--- src/rtl/tcdr_pkg.sv ---
// types, constants and calendar helper functions shared by the tick calendar block
package tcdr_pkg;

  // operation codes carried in the mode field
  localparam logic [1:0] MODE_TICK    = 2'd0;
  localparam logic [1:0] MODE_RESOLVE = 2'd1;
  localparam logic [1:0] MODE_RATE    = 2'd2;

  // rate limits: day length is seconds times ticks per second
  localparam logic [10:0] MAX_SECONDS   = 11'd1365;
  localparam logic [14:0] MAX_TICKS_S16 = 15'd32767;

  // restoring divider runs over the full width of counter times day length
  localparam int unsigned DIV_BITS = 30;

  // shared unit operand width
  localparam int unsigned ALU_W = 17;

  // reset date
  localparam logic [3:0] RESET_MONTH = 4'd2;
  localparam logic [4:0] RESET_DAY   = 5'd17;

  localparam logic [3:0] MONTHS_PER_YEAR = 4'd12;

  localparam logic [4:0] MONTH_DAYS [12] = '{
    5'd31, 5'd28, 5'd31, 5'd30, 5'd31, 5'd30,
    5'd31, 5'd31, 5'd30, 5'd31, 5'd30, 5'd31
  };

  // reciprocal of 100 scaled by 2^23, rounded up
  localparam logic [16:0] RECIP_100 = 17'd83887;

  typedef struct packed {
    logic [1:0]  mode;
    logic        is_relative;
    logic [7:0]  month_field;
    logic [9:0]  day_field;
    logic [15:0] year_field;
    logic [10:0] day_seconds;
  } in_item_t;

  typedef struct packed {
    logic               rolled_over;
    logic [7:0]         out_month;
    logic [9:0]         out_day;
    logic [15:0]        out_year;
    logic               not_past;
    logic signed [15:0] ticks_left;
  } out_item_t;

  typedef struct packed {
    logic             sub;
    logic [ALU_W-1:0] a;
    logic [ALU_W-1:0] b;
  } alu_req_t;

  typedef struct packed {
    logic [ALU_W-1:0] res;
    logic             cout;
  } alu_rsp_t;

  // gregorian leap year; y/100 taken by reciprocal multiply, exact for 16-bit y
  function automatic logic is_leap(input logic [15:0] y);
    logic [32:0] p;
    logic        mult100;
    p       = {17'd0, y} * {16'd0, RECIP_100};
    mult100 = (p[22:16] == 7'd0);
    return (y[1:0] == 2'd0) && (!mult100 || (p[24:23] == 2'd0));
  endfunction

  function automatic logic [4:0] month_len(input logic [3:0] m, input logic leap);
    logic [3:0] idx;
    idx = m - 4'd1;
    if ((m == 4'd0) || (m > MONTHS_PER_YEAR)) begin
      return 5'd31;
    end else if ((m == 4'd2) && leap) begin
      return 5'd29;
    end else begin
      return MONTH_DAYS[idx];
    end
  endfunction

endpackage

--- src/rtl/tick_calendar_with_date_resolve_top.sv ---
// tick calendar: tick counter, gregorian day roll, relative date resolve, rate rescale
// a rate change against a running counter rescales it in 30 restoring divide steps
// relative resolve steps through the month sum, then the day offset a month at a time
// throughput: one transaction at a time; the next is taken once the previous reaches the
// output register, which holds a result while the consumer stalls
// reset (synchronous, rst_n low): counter 0, day length 0 (halted), date 17 feb EPOCH_YEAR
module tick_calendar_with_date_resolve_top #(
  parameter logic [15:0] EPOCH_YEAR = 16'd2155
) (
  input  logic                clk,
  input  logic                rst_n,
  input  logic                in_valid,
  output logic                in_stall,
  input  tcdr_pkg::in_item_t  in_data,
  output logic                out_valid,
  input  logic                out_stall,
  output tcdr_pkg::out_item_t out_data
);

  // sequencer states
  localparam logic [3:0] S_IDLE  = 4'd0;
  localparam logic [3:0] S_TICK  = 4'd1;
  localparam logic [3:0] S_LEAP  = 4'd2;
  localparam logic [3:0] S_TADV  = 4'd3;
  localparam logic [3:0] S_MDIV  = 4'd4;
  localparam logic [3:0] S_DLOOP = 4'd5;
  localparam logic [3:0] S_RATE1 = 4'd6;
  localparam logic [3:0] S_RATE2 = 4'd7;
  localparam logic [3:0] S_DIV   = 4'd8;
  localparam logic [3:0] S_RFIN  = 4'd9;
  localparam logic [3:0] S_DONE  = 4'd10;

  // control and architectural state
  logic [3:0]         state_r, state_nxt;
  logic               out_valid_r, out_valid_nxt;
  logic signed [15:0] cnt_r, cnt_nxt;
  logic [14:0]        day_len_r, day_len_nxt;
  logic [3:0]         cur_month_r, cur_month_nxt;
  logic [4:0]         cur_day_r, cur_day_nxt;
  logic [15:0]        cur_year_r, cur_year_nxt;

  // working registers of the current transaction
  logic [1:0]                     mode_r, mode_nxt;
  logic                           rolled_r, rolled_nxt;
  logic [8:0]                     wm_r, wm_nxt;
  logic [10:0]                    wd_r, wd_nxt;
  logic [15:0]                    wy_r, wy_nxt;
  logic                           leap_r, leap_nxt;
  logic [10:0]                    secs_r, secs_nxt;
  logic [14:0]                    nd_r, nd_nxt;
  logic [tcdr_pkg::DIV_BITS-1:0]  dq_r, dq_nxt;
  logic [15:0]                    rem_r, rem_nxt;
  logic [4:0]                     bit_cnt_r, bit_cnt_nxt;
  tcdr_pkg::out_item_t            out_data_r, out_data_nxt;

  tcdr_pkg::alu_req_t alu_req;
  tcdr_pkg::alu_rsp_t alu_rsp;

  logic [4:0]         mlen;
  logic signed [15:0] dec;
  logic [16:0]        div_shift;
  logic               not_past;

  tcdr_alu u_alu (
    .req (alu_req),
    .rsp (alu_rsp)
  );

  assign in_stall  = !rst_n || (state_r != S_IDLE);
  assign out_valid = out_valid_r;
  assign out_data  = out_data_r;

  // length of the working month, leap flag taken from the registered year check
  assign mlen      = tcdr_pkg::month_len(wm_r[3:0], leap_r);
  assign dec       = signed'(alu_rsp.res[15:0]);
  assign div_shift = {rem_r, dq_r[tcdr_pkg::DIV_BITS-1]};

  // resolved date against the current date, year then month then day
  assign not_past = (wy_r > cur_year_r)
                 || ((wy_r == cur_year_r) && ((wm_r > {5'd0, cur_month_r})
                 || ((wm_r == {5'd0, cur_month_r}) && (wd_r >= {6'd0, cur_day_r}))));

  always_comb begin
    state_nxt     = state_r;
    out_valid_nxt = out_valid_r;
    cnt_nxt       = cnt_r;
    day_len_nxt   = day_len_r;
    cur_month_nxt = cur_month_r;
    cur_day_nxt   = cur_day_r;
    cur_year_nxt  = cur_year_r;
    mode_nxt      = mode_r;
    rolled_nxt    = rolled_r;
    wm_nxt        = wm_r;
    wd_nxt        = wd_r;
    wy_nxt        = wy_r;
    leap_nxt      = leap_r;
    secs_nxt      = secs_r;
    nd_nxt        = nd_r;
    dq_nxt        = dq_r;
    rem_nxt       = rem_r;
    bit_cnt_nxt   = bit_cnt_r;
    out_data_nxt  = out_data_r;
    alu_req.sub   = 1'b1;
    alu_req.a     = '0;
    alu_req.b     = '0;

    // consumer took the waiting result
    if (out_valid_r && !out_stall) begin
      out_valid_nxt = 1'b0;
    end

    unique case (state_r)
      S_IDLE: begin
        if (in_valid && rst_n) begin
          mode_nxt   = in_data.mode;
          rolled_nxt = 1'b0;
          unique case (in_data.mode)
            tcdr_pkg::MODE_TICK: begin
              state_nxt = S_TICK;
            end
            tcdr_pkg::MODE_RESOLVE: begin
              if (in_data.is_relative) begin
                // month offset folded onto the current month, zero based for the mod 12 pass
                wm_nxt    = {1'b0, in_data.month_field} + {5'd0, cur_month_r} - 9'd1;
                wd_nxt    = {1'b0, in_data.day_field} + {6'd0, cur_day_r};
                wy_nxt    = in_data.year_field + cur_year_r;
                state_nxt = S_MDIV;
              end else begin
                wm_nxt    = {1'b0, in_data.month_field};
                wd_nxt    = {1'b0, in_data.day_field};
                wy_nxt    = in_data.year_field;
                state_nxt = S_DONE;
              end
            end
            tcdr_pkg::MODE_RATE: begin
              secs_nxt  = (in_data.day_seconds > tcdr_pkg::MAX_SECONDS)
                        ? tcdr_pkg::MAX_SECONDS : in_data.day_seconds;
              state_nxt = S_RATE1;
            end
            default: begin
              state_nxt = S_DONE;
            end
          endcase
        end
      end

      S_TICK: begin
        alu_req.a = {1'b0, cnt_r};
        alu_req.b = 17'd1;
        if (dec[15] || (dec == 16'sd0)) begin
          // counter expired: reload, and roll the day unless the clock is halted
          cnt_nxt = signed'({1'b0, day_len_r});
          if (day_len_r != 15'd0) begin
            rolled_nxt = 1'b1;
            wy_nxt     = cur_year_r;
            wm_nxt     = {5'd0, cur_month_r};
            wd_nxt     = {6'd0, cur_day_r} + 11'd1;
            state_nxt  = S_LEAP;
          end else begin
            state_nxt = S_DONE;
          end
        end else begin
          cnt_nxt   = dec;
          state_nxt = S_DONE;
        end
      end

      S_LEAP: begin
        leap_nxt  = tcdr_pkg::is_leap(wy_r);
        state_nxt = (mode_r == tcdr_pkg::MODE_TICK) ? S_TADV : S_DLOOP;
      end

      S_TADV: begin
        if (wd_r > {6'd0, mlen}) begin
          cur_day_nxt = 5'd1;
          if (wm_r[3:0] == tcdr_pkg::MONTHS_PER_YEAR) begin
            cur_month_nxt = 4'd1;
            cur_year_nxt  = wy_r + 16'd1;
          end else begin
            cur_month_nxt = wm_r[3:0] + 4'd1;
            cur_year_nxt  = wy_r;
          end
        end else begin
          cur_day_nxt   = wd_r[4:0];
          cur_month_nxt = wm_r[3:0];
          cur_year_nxt  = wy_r;
        end
        state_nxt = S_DONE;
      end

      S_MDIV: begin
        // whole years out of the month sum, one subtraction of 12 a cycle
        alu_req.a = {8'd0, wm_r};
        alu_req.b = {13'd0, tcdr_pkg::MONTHS_PER_YEAR};
        if (alu_rsp.cout) begin
          wm_nxt = alu_rsp.res[8:0];
          wy_nxt = wy_r + 16'd1;
        end else begin
          wm_nxt    = wm_r + 9'd1;
          state_nxt = S_LEAP;
        end
      end

      S_DLOOP: begin
        // strip one month length from the day while the day overruns it
        alu_req.a = {6'd0, wd_r};
        alu_req.b = {12'd0, mlen};
        if (alu_rsp.cout && (alu_rsp.res != 17'd0)) begin
          wd_nxt = alu_rsp.res[10:0];
          if (wm_r == {5'd0, tcdr_pkg::MONTHS_PER_YEAR}) begin
            wm_nxt    = 9'd1;
            wy_nxt    = wy_r + 16'd1;
            state_nxt = S_LEAP;
          end else begin
            wm_nxt = wm_r + 9'd1;
          end
        end else begin
          state_nxt = S_DONE;
        end
      end

      S_RATE1: begin
        // seconds times 24 as two shifted terms
        nd_nxt    = {secs_r, 4'd0} + {1'b0, secs_r, 3'd0};
        state_nxt = S_RATE2;
      end

      S_RATE2: begin
        if (day_len_r == 15'd0) begin
          cnt_nxt     = signed'({1'b0, nd_r});
          day_len_nxt = nd_r;
          state_nxt   = S_DONE;
        end else if (cnt_r[15] || (cnt_r == 16'sd0)) begin
          cnt_nxt     = 16'sd0;
          day_len_nxt = nd_r;
          state_nxt   = S_DONE;
        end else begin
          dq_nxt      = {15'd0, cnt_r[14:0]} * {15'd0, nd_r};
          rem_nxt     = 16'd0;
          bit_cnt_nxt = 5'd0;
          state_nxt   = S_DIV;
        end
      end

      S_DIV: begin
        // restoring divide by the old day length, quotient shifts in behind the dividend
        alu_req.a   = div_shift;
        alu_req.b   = {2'd0, day_len_r};
        rem_nxt     = alu_rsp.cout ? alu_rsp.res[15:0] : div_shift[15:0];
        dq_nxt      = {dq_r[tcdr_pkg::DIV_BITS-2:0], alu_rsp.cout};
        bit_cnt_nxt = bit_cnt_r + 5'd1;
        if (bit_cnt_r == 5'(tcdr_pkg::DIV_BITS - 1)) begin
          state_nxt = S_RFIN;
        end
      end

      S_RFIN: begin
        // at least one tick left, clamped to the signed counter range
        if (dq_r == '0) begin
          cnt_nxt = 16'sd1;
        end else if (dq_r[tcdr_pkg::DIV_BITS-1:15] != '0) begin
          cnt_nxt = signed'({1'b0, tcdr_pkg::MAX_TICKS_S16});
        end else begin
          cnt_nxt = signed'({1'b0, dq_r[14:0]});
        end
        day_len_nxt = nd_r;
        state_nxt   = S_DONE;
      end

      S_DONE: begin
        if (!out_valid_r || !out_stall) begin
          out_data_nxt.rolled_over = rolled_r;
          out_data_nxt.ticks_left  = cnt_r;
          if (mode_r == tcdr_pkg::MODE_RESOLVE) begin
            out_data_nxt.out_month = wm_r[7:0];
            out_data_nxt.out_day   = wd_r[9:0];
            out_data_nxt.out_year  = wy_r;
            out_data_nxt.not_past  = not_past;
          end else begin
            out_data_nxt.out_month = {4'd0, cur_month_r};
            out_data_nxt.out_day   = {5'd0, cur_day_r};
            out_data_nxt.out_year  = cur_year_r;
            out_data_nxt.not_past  = 1'b0;
          end
          out_valid_nxt = 1'b1;
          state_nxt     = S_IDLE;
        end
      end

      default: begin
        state_nxt = S_IDLE;
      end
    endcase
  end

  // control state and calendar registers
  always_ff @(posedge clk) begin
    if (!rst_n) begin
      state_r     <= S_IDLE;
      out_valid_r <= 1'b0;
      cnt_r       <= 16'sd0;
      day_len_r   <= 15'd0;
      cur_month_r <= tcdr_pkg::RESET_MONTH;
      cur_day_r   <= tcdr_pkg::RESET_DAY;
      cur_year_r  <= EPOCH_YEAR;
    end else begin
      state_r     <= state_nxt;
      out_valid_r <= out_valid_nxt;
      cnt_r       <= cnt_nxt;
      day_len_r   <= day_len_nxt;
      cur_month_r <= cur_month_nxt;
      cur_day_r   <= cur_day_nxt;
      cur_year_r  <= cur_year_nxt;
    end
  end

  // working and payload registers, no reset needed
  always_ff @(posedge clk) begin
    mode_r     <= mode_nxt;
    rolled_r   <= rolled_nxt;
    wm_r       <= wm_nxt;
    wd_r       <= wd_nxt;
    wy_r       <= wy_nxt;
    leap_r     <= leap_nxt;
    secs_r     <= secs_nxt;
    nd_r       <= nd_nxt;
    dq_r       <= dq_nxt;
    rem_r      <= rem_nxt;
    bit_cnt_r  <= bit_cnt_nxt;
    out_data_r <= out_data_nxt;
  end

  // current date always names a real month
  a_month_range: assert property (@(posedge clk) disable iff (!rst_n)
    (cur_month_r >= 4'd1) && (cur_month_r <= tcdr_pkg::MONTHS_PER_YEAR))
    else $error("current month out of range");

  // day length never passes the saturated rate
  a_day_len_max: assert property (@(posedge clk) disable iff (!rst_n)
    day_len_r <= 15'd32760)
    else $error("day length above saturation limit");

  // division only runs against a nonzero old day length
  a_div_divisor: assert property (@(posedge clk) disable iff (!rst_n)
    (state_r == S_DIV) |-> (day_len_r != 15'd0))
    else $error("rescale divide with zero divisor");

  // a day roll and a resolve flag never come from the same transaction
  a_flags_excl: assert property (@(posedge clk) disable iff (!rst_n)
    out_valid_r |-> !(out_data_r.rolled_over && out_data_r.not_past))
    else $error("rolled_over and not_past both set");

endmodule

--- src/rtl/tcdr_alu.sv ---
// shared add/subtract unit used by the tick, month, day and divide steps of the sequencer
module tcdr_alu (
  input  tcdr_pkg::alu_req_t req,
  output tcdr_pkg::alu_rsp_t rsp
);

  logic [tcdr_pkg::ALU_W:0] sum;

  assign sum = {1'b0, req.a}
             + {1'b0, (req.sub ? ~req.b : req.b)}
             + {{tcdr_pkg::ALU_W{1'b0}}, req.sub};

  assign rsp.res  = sum[tcdr_pkg::ALU_W-1:0];
  assign rsp.cout = sum[tcdr_pkg::ALU_W];

endmodule

--- config.mk ---
export PLATFORM = sky130hd
export DESIGN_NAME = tick_calendar_with_date_resolve_top
export DESIGN_NICKNAME = d
export VERILOG_FILES = /design/src/rtl/tcdr_pkg.sv /design/src/rtl/tick_calendar_with_date_resolve_top.sv /design/src/rtl/tcdr_alu.sv
export SDC_FILE = /design/constraint.sdc
export NUM_CORES = 1
export LEC_CHECK = 0
export BUFFER_PORTS_ARGS = -buffer_cell sky130_fd_sc_hd__buf_2
export CELL_PAD_IN_SITES_DETAIL_PLACEMENT = 2
export CELL_PAD_IN_SITES_GLOBAL_PLACEMENT = 2
export CORE_MARGIN = 5
export CORE_UTILIZATION = 41
export CTS_CLUSTER_DIAMETER = 200
export CTS_CLUSTER_SIZE = 16
export DETAILED_ROUTE_END_ITERATION = 7
export PLACE_DENSITY_LB_ADDON = 0.3
export SYNTH_ARGS = -nofsm -noshare
export SYNTH_HDL_FRONTEND = slang
export SYNTH_SLANG_ARGS = --single-unit
--- constraint.sdc ---
create_clock -name clk -period 8.5 [get_ports clk]
set_input_delay 0.425 -clock clk [delete_from_list [all_inputs] [get_ports clk]]
set_output_delay 0.425 -clock clk [all_outputs]
set_load 0.005 [all_outputs]
== Word-level counts from Yosys, hierarchy flattened ==
Memories as Yosys holds them, arrays and structs flattened.
Cells that the tools add are included.

* Flip-flop bits (word level): 230
* Bits in latches: 0
* Memory bits (writable): 0
* Memory bits (read-only): 80
* Bits of input ports: 52
* Output and inout port bits: 54
* Logic and storage cells: 212
* Memories: 1

{| class="wikitable"
|+ Memory list
! memory !! depth !! bits a word !! rd ports !! clocked after Yosys merged registers in !! wr ports !! RTL line !! RTL
|-
| (name not given) || 16 || 5 || 1 || 0 || 0 || tcdr_pkg.sv:79 || <nowiki>return MONTH_DAYS[idx];</nowiki>
|}

* Add/sub/neg operators: 13
* Multipliers: 2
* Div/mod/pow operators: 0
* Order comparisons: 7
* Eq/ne operators: 33
* Shift-type cells: 0
* Multiplexer cells: 76
* Bitwise gates (word level): 2
* Reduce and logical (&&, ||, !) cells: 52

{| class="wikitable"
|+ Operators by type and width
! operator !! count
|-
| $mux W16 || 16
|-
| $pmux W34 S4 || 1
|-
| $mux W9 || 8
|-
| $mux W11 || 6
|-
| $pmux W16 S4 || 1
|-
| $mux W15 || 4
|-
| $mux W30 || 2
|-
| $pmux W30 S2 || 1
|-
| $pmux W16 S3 || 1
|-
| $mux W4 || 11
|-
| $pmux W4 S10 || 1
|-
| $pmux W9 S4 || 1
|-
| $mux W5 || 7
|-
| $pmux W11 S3 || 1
|-
| $logic_not A16 Y1 || 2
|-
| $pmux W16 S2 || 1
|-
| $mux W31 || 1
|-
| $logic_not A30 Y1 || 1
|-
| $mul A15 B15 Y30 || 1
|-
| $pmux W15 S2 || 1
|-
| $reduce_bool A15 Y1 || 2
|-
| $mul A16 B17 Y25 const B || 1
|-
| $ne A2 B2 Y1 const B || 10
|-
| $add A17 B17 Y18 || 1
|-
| 57 further kinds || 103
|}

== Longest topological paths before layout ==
* Word-level depth: 15
* Mapped depth: 24
* Mapped depth without buffers: 22

== Cells and area by module ==
Synthesis repeated with hierarchy kept, for this count alone.

* Cells, all modules: 2,623
* Area, all modules: 24,463.5 um^2

{| class="wikitable"
|+ Modules (own cells, without submodules)
! module !! instances !! cells each !! area an instance (um^2) !! sequential area each (um^2)
|-
| tick_calendar_with_date_resolve_top || 1 || 2,483 || 23,393.7 || 6,145.9
|-
| tcdr_alu || 1 || 140 || 1,069.8 || 0.0
|}

== Least setup slack after synthesis ==
Ideal clock, no wire load.

* Path kind: register to register
* Start point: register nd_r[8]
* End point: register dq_r[25] (netlist bit) (data pin)
* Library setup time: 0.266 ns
* Data arrival time: 5.828 ns
* Data required time: 8.234 ns
* Setup slack: 2.405 ns
* Cell stages (with the launch flop): 25
* Buffers on the path: 2
* Period minus slack after synthesis: 6.095 ns
* Cell sequence: edfxtp_1 -> clkbuf_1 -> clkbuf_1 -> nand2_1 -> fa_1 -> inv_1 -> fa_1 -> inv_1 -> fa_1 -> inv_1 -> fa_1 -> inv_1 -> fa_1 -> inv_1 -> ha_1 -> ha_1 -> or3_1 -> o21ai_0 -> a21oi_1 -> a221o_1 -> a211o_1 -> a21o_1 -> a21oi_1 -> xor2_1 -> o21ai_0

* Longest elaborated chain between the ends: 4

{| class="wikitable"
|+ RTL lines
! element !! RTL line !! RTL
|-
| from (decl) || tick_calendar_with_date_resolve_top.sv:50 || <nowiki>logic [14:0] nd_r, nd_nxt;</nowiki>
|-
| from (signal assigned) || tick_calendar_with_date_resolve_top.sv:326 || <nowiki>nd_r <= nd_nxt;</nowiki>
|-
| $mul A15 B15 Y30 || tick_calendar_with_date_resolve_top.sv:238 || <nowiki>dq_nxt = {15'd0, cnt_r[14:0]} * {15'd0, nd_r};</nowiki>
|-
| $mux W30 || tick_calendar_with_date_resolve_top.sv:233 || <nowiki>end else if (cnt_r[15] || (cnt_r == 16'sd0)) begin</nowiki>
|-
| $mux W30 || tick_calendar_with_date_resolve_top.sv:229 || <nowiki>if (day_len_r == 15'd0) begin</nowiki>
|-
| $pmux W30 S2 || tick_calendar_with_date_resolve_top.sv:112 || <nowiki>unique case (state_r)</nowiki>
|-
| named net dq_nxt, one bit || tick_calendar_with_date_resolve_top.sv:51 || <nowiki>logic [tcdr_pkg::DIV_BITS-1:0] dq_r, dq_nxt;</nowiki>
|-
| to (signal assigned) || tick_calendar_with_date_resolve_top.sv:327 || <nowiki>dq_r <= dq_nxt;</nowiki>
|-
| to (decl) || tick_calendar_with_date_resolve_top.sv:51 ||
|}

The timed path passes the listed nets, and every way through them passes these cells. The select of a mux whose other input is x is not followed.
A chain may end at the register's enable or synchronous reset.

== Worst setup path in the final report ==
* Start point: register wy_r[3]
* End point: register leap_r (data pin)

* Longest elaborated chain between the ends: 5
* Elaborated cells between the ends (all ways): 6
* Classes of those cells: mul: 1; reduce/logical: 5

{| class="wikitable"
|+ RTL lines
! element !! RTL line !! RTL
|-
| from (decl) || tick_calendar_with_date_resolve_top.sv:47 || <nowiki>logic [15:0] wy_r, wy_nxt;</nowiki>
|-
| from (signal assigned) || tick_calendar_with_date_resolve_top.sv:323 || <nowiki>wy_r <= wy_nxt;</nowiki>
|-
| $mul A16 B17 Y25 * || tcdr_pkg.sv:66 || <nowiki>p = {17'd0, y} * {16'd0, RECIP_100};</nowiki>
|-
| $logic_not A7 Y1 || tcdr_pkg.sv:67 || <nowiki>mult100 = (p[22:16] == 7'd0);</nowiki>
|-
| $logic_not A1 Y1 || tcdr_pkg.sv:68 || <nowiki>return (y[1:0] == 2'd0) && (!mult100 || (p[24:23] == 2'd0));</nowiki>
|-
| $logic_or A1 B1 Y1 * || tcdr_pkg.sv:68 ||
|-
| $logic_and A1 B1 Y1 * || tcdr_pkg.sv:68 ||
|-
| to (signal assigned) || tick_calendar_with_date_resolve_top.sv:324 || <nowiki>leap_r <= leap_nxt;</nowiki>
|-
| to (decl) || tick_calendar_with_date_resolve_top.sv:48 || <nowiki>logic leap_r, leap_nxt;</nowiki>
|}

Mark *: on every way between the ends. The rest lies on a longest branch, timed or not.

==> results.txt <==
run status -> finished clean
global placer's final weighted congestion -> 0.894
Post-synth top cells -> 388 x inv_1, 342 x nand2_1, 284 x ha_1, 226 x fa_1, 172 x nor2_1
Die H -> 254 um
Rel. slew slack -> 0.188
largest net degree at the start of global routing -> 58
fraction of registers with async set/reset -> 0
Max Cap Viol -> 0
XOR/XNOR share of the synthesized area -> 0.0369
Vias -> 20.3k
proportion of layout cells with a drive suffix above 1 -> 0.0709
Core ar. -> 0.0590 mm2
Cells after Synth -> 2680
Nets -> 3275
setup slack at placement -> 885 ps
top_reg_cell synth -> edfxtp_1
Critical Path AT -> 7720 ps
Net Count, Synth -> 3242
drt total wl -> 87700 um
type of origin of the critical path -> flop
Die ar. -> 0.0646 mm2
Slew @ Worst Pin -> 1220 ps
Avg Inst Size Synth -> 9.12 um2
Yosys Warn Count -> 0
Tcrit/Tclk final -> 0.892
drt first pass iters -> 5
Post-synth EDFFs -> 166
post_cts resized -> 0
DP HPWL -> 70300 um
fmax -> 0.132 GHz
I/O pin cnt -> 106
# rows -> 89
final setup vio count -> 0
DR iter-0 viols -> 1067
total CTS buffers -> 17
simple-gate share of the synthesized area -> 0.149
Initial Util -> 0.414
Via density -> 5.80
final worst slack -> 921 ps
port bufs -> 105
sum of negative setup slack -> 0 ps
most frequent cell after synthesis -> inv_1
H-tree depth -> 1
Yosys reg bits -> 224
post-synthesis compound-gate area fraction -> 0.137
clk_lat worst skew -> 540 ps
CTS tree -> yes
CTS sink cnt -> 224
Tot GR Track Use -> 0.270
Adder-Cell Fraction of Synth Area -> 0.330
clk slew on worst S/H paths -> 90 ps
CP Capture Type -> flop
CTS Root Buffer Type -> clkbuf_16
max-slew violations -> 0
Area growth syn-to-layout -> 7.11%
Max Root-Sink Buffers -> 3
Inserted Diodes -> 0
post-synth top area cell -> edfxtp_1
Seq/Total Area, Yosys -> 0.251
Period minus WS final -> 7580 ps
Crit Path Class -> flop to flop
Post-Syn Area -> 0.0244 mm2
RSZ-0062 raised after global routing -> no
hold_buf cts -> 0
initial antenna violation count -> 2
number of global-route vias before repair -> 23.2k
area share of the largest cell type after synthesis -> 0.204
total gr overflow -> 0
drt wl/cell -> 25.1 um
Die W -> 254 um
top cells by area, synth -> edfxtp_1 20%, fa_1 19%, ha_1 15%, inv_1 6.0%, nand2_1 5.3%
post-CTS setup buffer count -> 0
Hold Vio Cnt, Final -> 0
CP Data Required Time -> 8640 ps
synth unique cells -> 81
Final ANT Viol Nets -> 0
Final Skew -> 31.2 ps
# DRC -> 0
post-synthesis mux area share -> 0.0177
first-pass GRT wire length -> 136000 um
Worst Path Max Fanout -> 11
Worst Hold Class -> input port to flop
main combinational cell family by area after synthesis -> adder cells
[final cells by class]
type	instances	area (um2)
clock buffers	29	470
clock inverters	1	8.76
fillers	6476	32800
inverters	388	1460
multi-input cells	1957	16500
flip-flops and latches	224	6150
well taps	773	967
repair buffers	125	676
[cell usage in the layout, fill, tap and decap left out, drive strengths merged, types with 16 or more instances in the layout]
| cell type | n |
|---|---|
| dfxtp | 58 |
| edfxtp | 166 |
| inv | 388 |
| buf | 125 |
| o21ai | 139 |
| a22oi | 24 |
| nor4 | 17 |
| a21oi | 116 |
| xor2 | 33 |
| nand3 | 43 |
| ha | 284 |
| mux2i | 33 |
| nand2 | 342 |
| o21a | 18 |
| a21o | 31 |
| fa | 226 |
| nor2 | 172 |
| clkbuf | 29 |
| nor2b | 30 |
| xnor2 | 70 |
| nand2b | 16 |
| nor3 | 39 |
| and2 | 72 |
| a211oi | 31 |
[worst max-delay path, stage by stage, from the launching register on]
cell and delay, ps:
edfxtp_1 760, inv_1 170, fa_1 520, inv_1 130
fa_1 390, inv_1 80, fa_1 430, fa_1 500
inv_1 60, fa_1 530, inv_1 70, fa_1 560
inv_1 60, ha_1 310, a211oi_1 210, o21ai_0 110
o21ai_0 600, nand2_1 150, nor3_1 220, a41oi_1 100
a2111oi_0 710, a21boi_0 520
[metal layers]
metal / wire, um / share of wire / track usage
met1: 36700 / 0.42 / 0.342
met2: 44200 / 0.50 / 0.485
met3: 3670 / 0.042 / 0.0334
met4: 3080 / 0.035 / 0.0813
met5: 11 / 0.00013 / 0
[per-stage QoR]
stage          utilization  cell area (um2)  hold slack, ps  instances
2_1_floorplan            -            24400             400       2680
3_3_place_gp         0.436            25700             413       3467
3_5_place_dp         0.436            25700             416       3467
4_1_cts              0.444            26200            84.7       3497
5_1_grt              0.444            26200            96.1       3497
6_report             0.444            26200             105       3497
[path summary, 6_finish.rpt]
check / from / end / cells after the start / slack, ps
worst min register to register: rolled_r / out_data[51] / 0 / 440
worst max register to register: wy_r[3] / leap_r / 21 / 920
worst min-delay path: in_data[10] / secs_r[10] / 1 / 110
worst max-delay path: wy_r[3] / leap_r / 21 / 920
[logic make-up after synthesis]
kind of cell / count (synthesis)
flops: 224
xor+xnor: 103
fa+ha+maj: 510
compound gates: 505
simple gates: 797
mux: 42
buf+inv: 499
[registers in the layout, summed over array words and instances, names as in the netlist]
| register | cells |
|---|---|
| leap_r | 1 |
| cnt_r | 16 |
| nd_r | 12 |
| state_r | 4 |
| dq_r | 30 |
| out_data | 52 |
| cur_day_r | 5 |
| mode_r | 2 |
| rolled_r | 1 |
| cur_year_r | 16 |
| out_valid | 1 |
| wy_r | 16 |
| secs_r | 11 |
| day_len_r | 12 |
| cur_month_r | 4 |
| rem_r | 16 |
| wd_r | 11 |
| bit_cnt_r | 5 |
| wm_r | 9 |
Power is not shown: default switching activity piles up to over one toggle a cycle in this logic, so the estimate is an artifact.
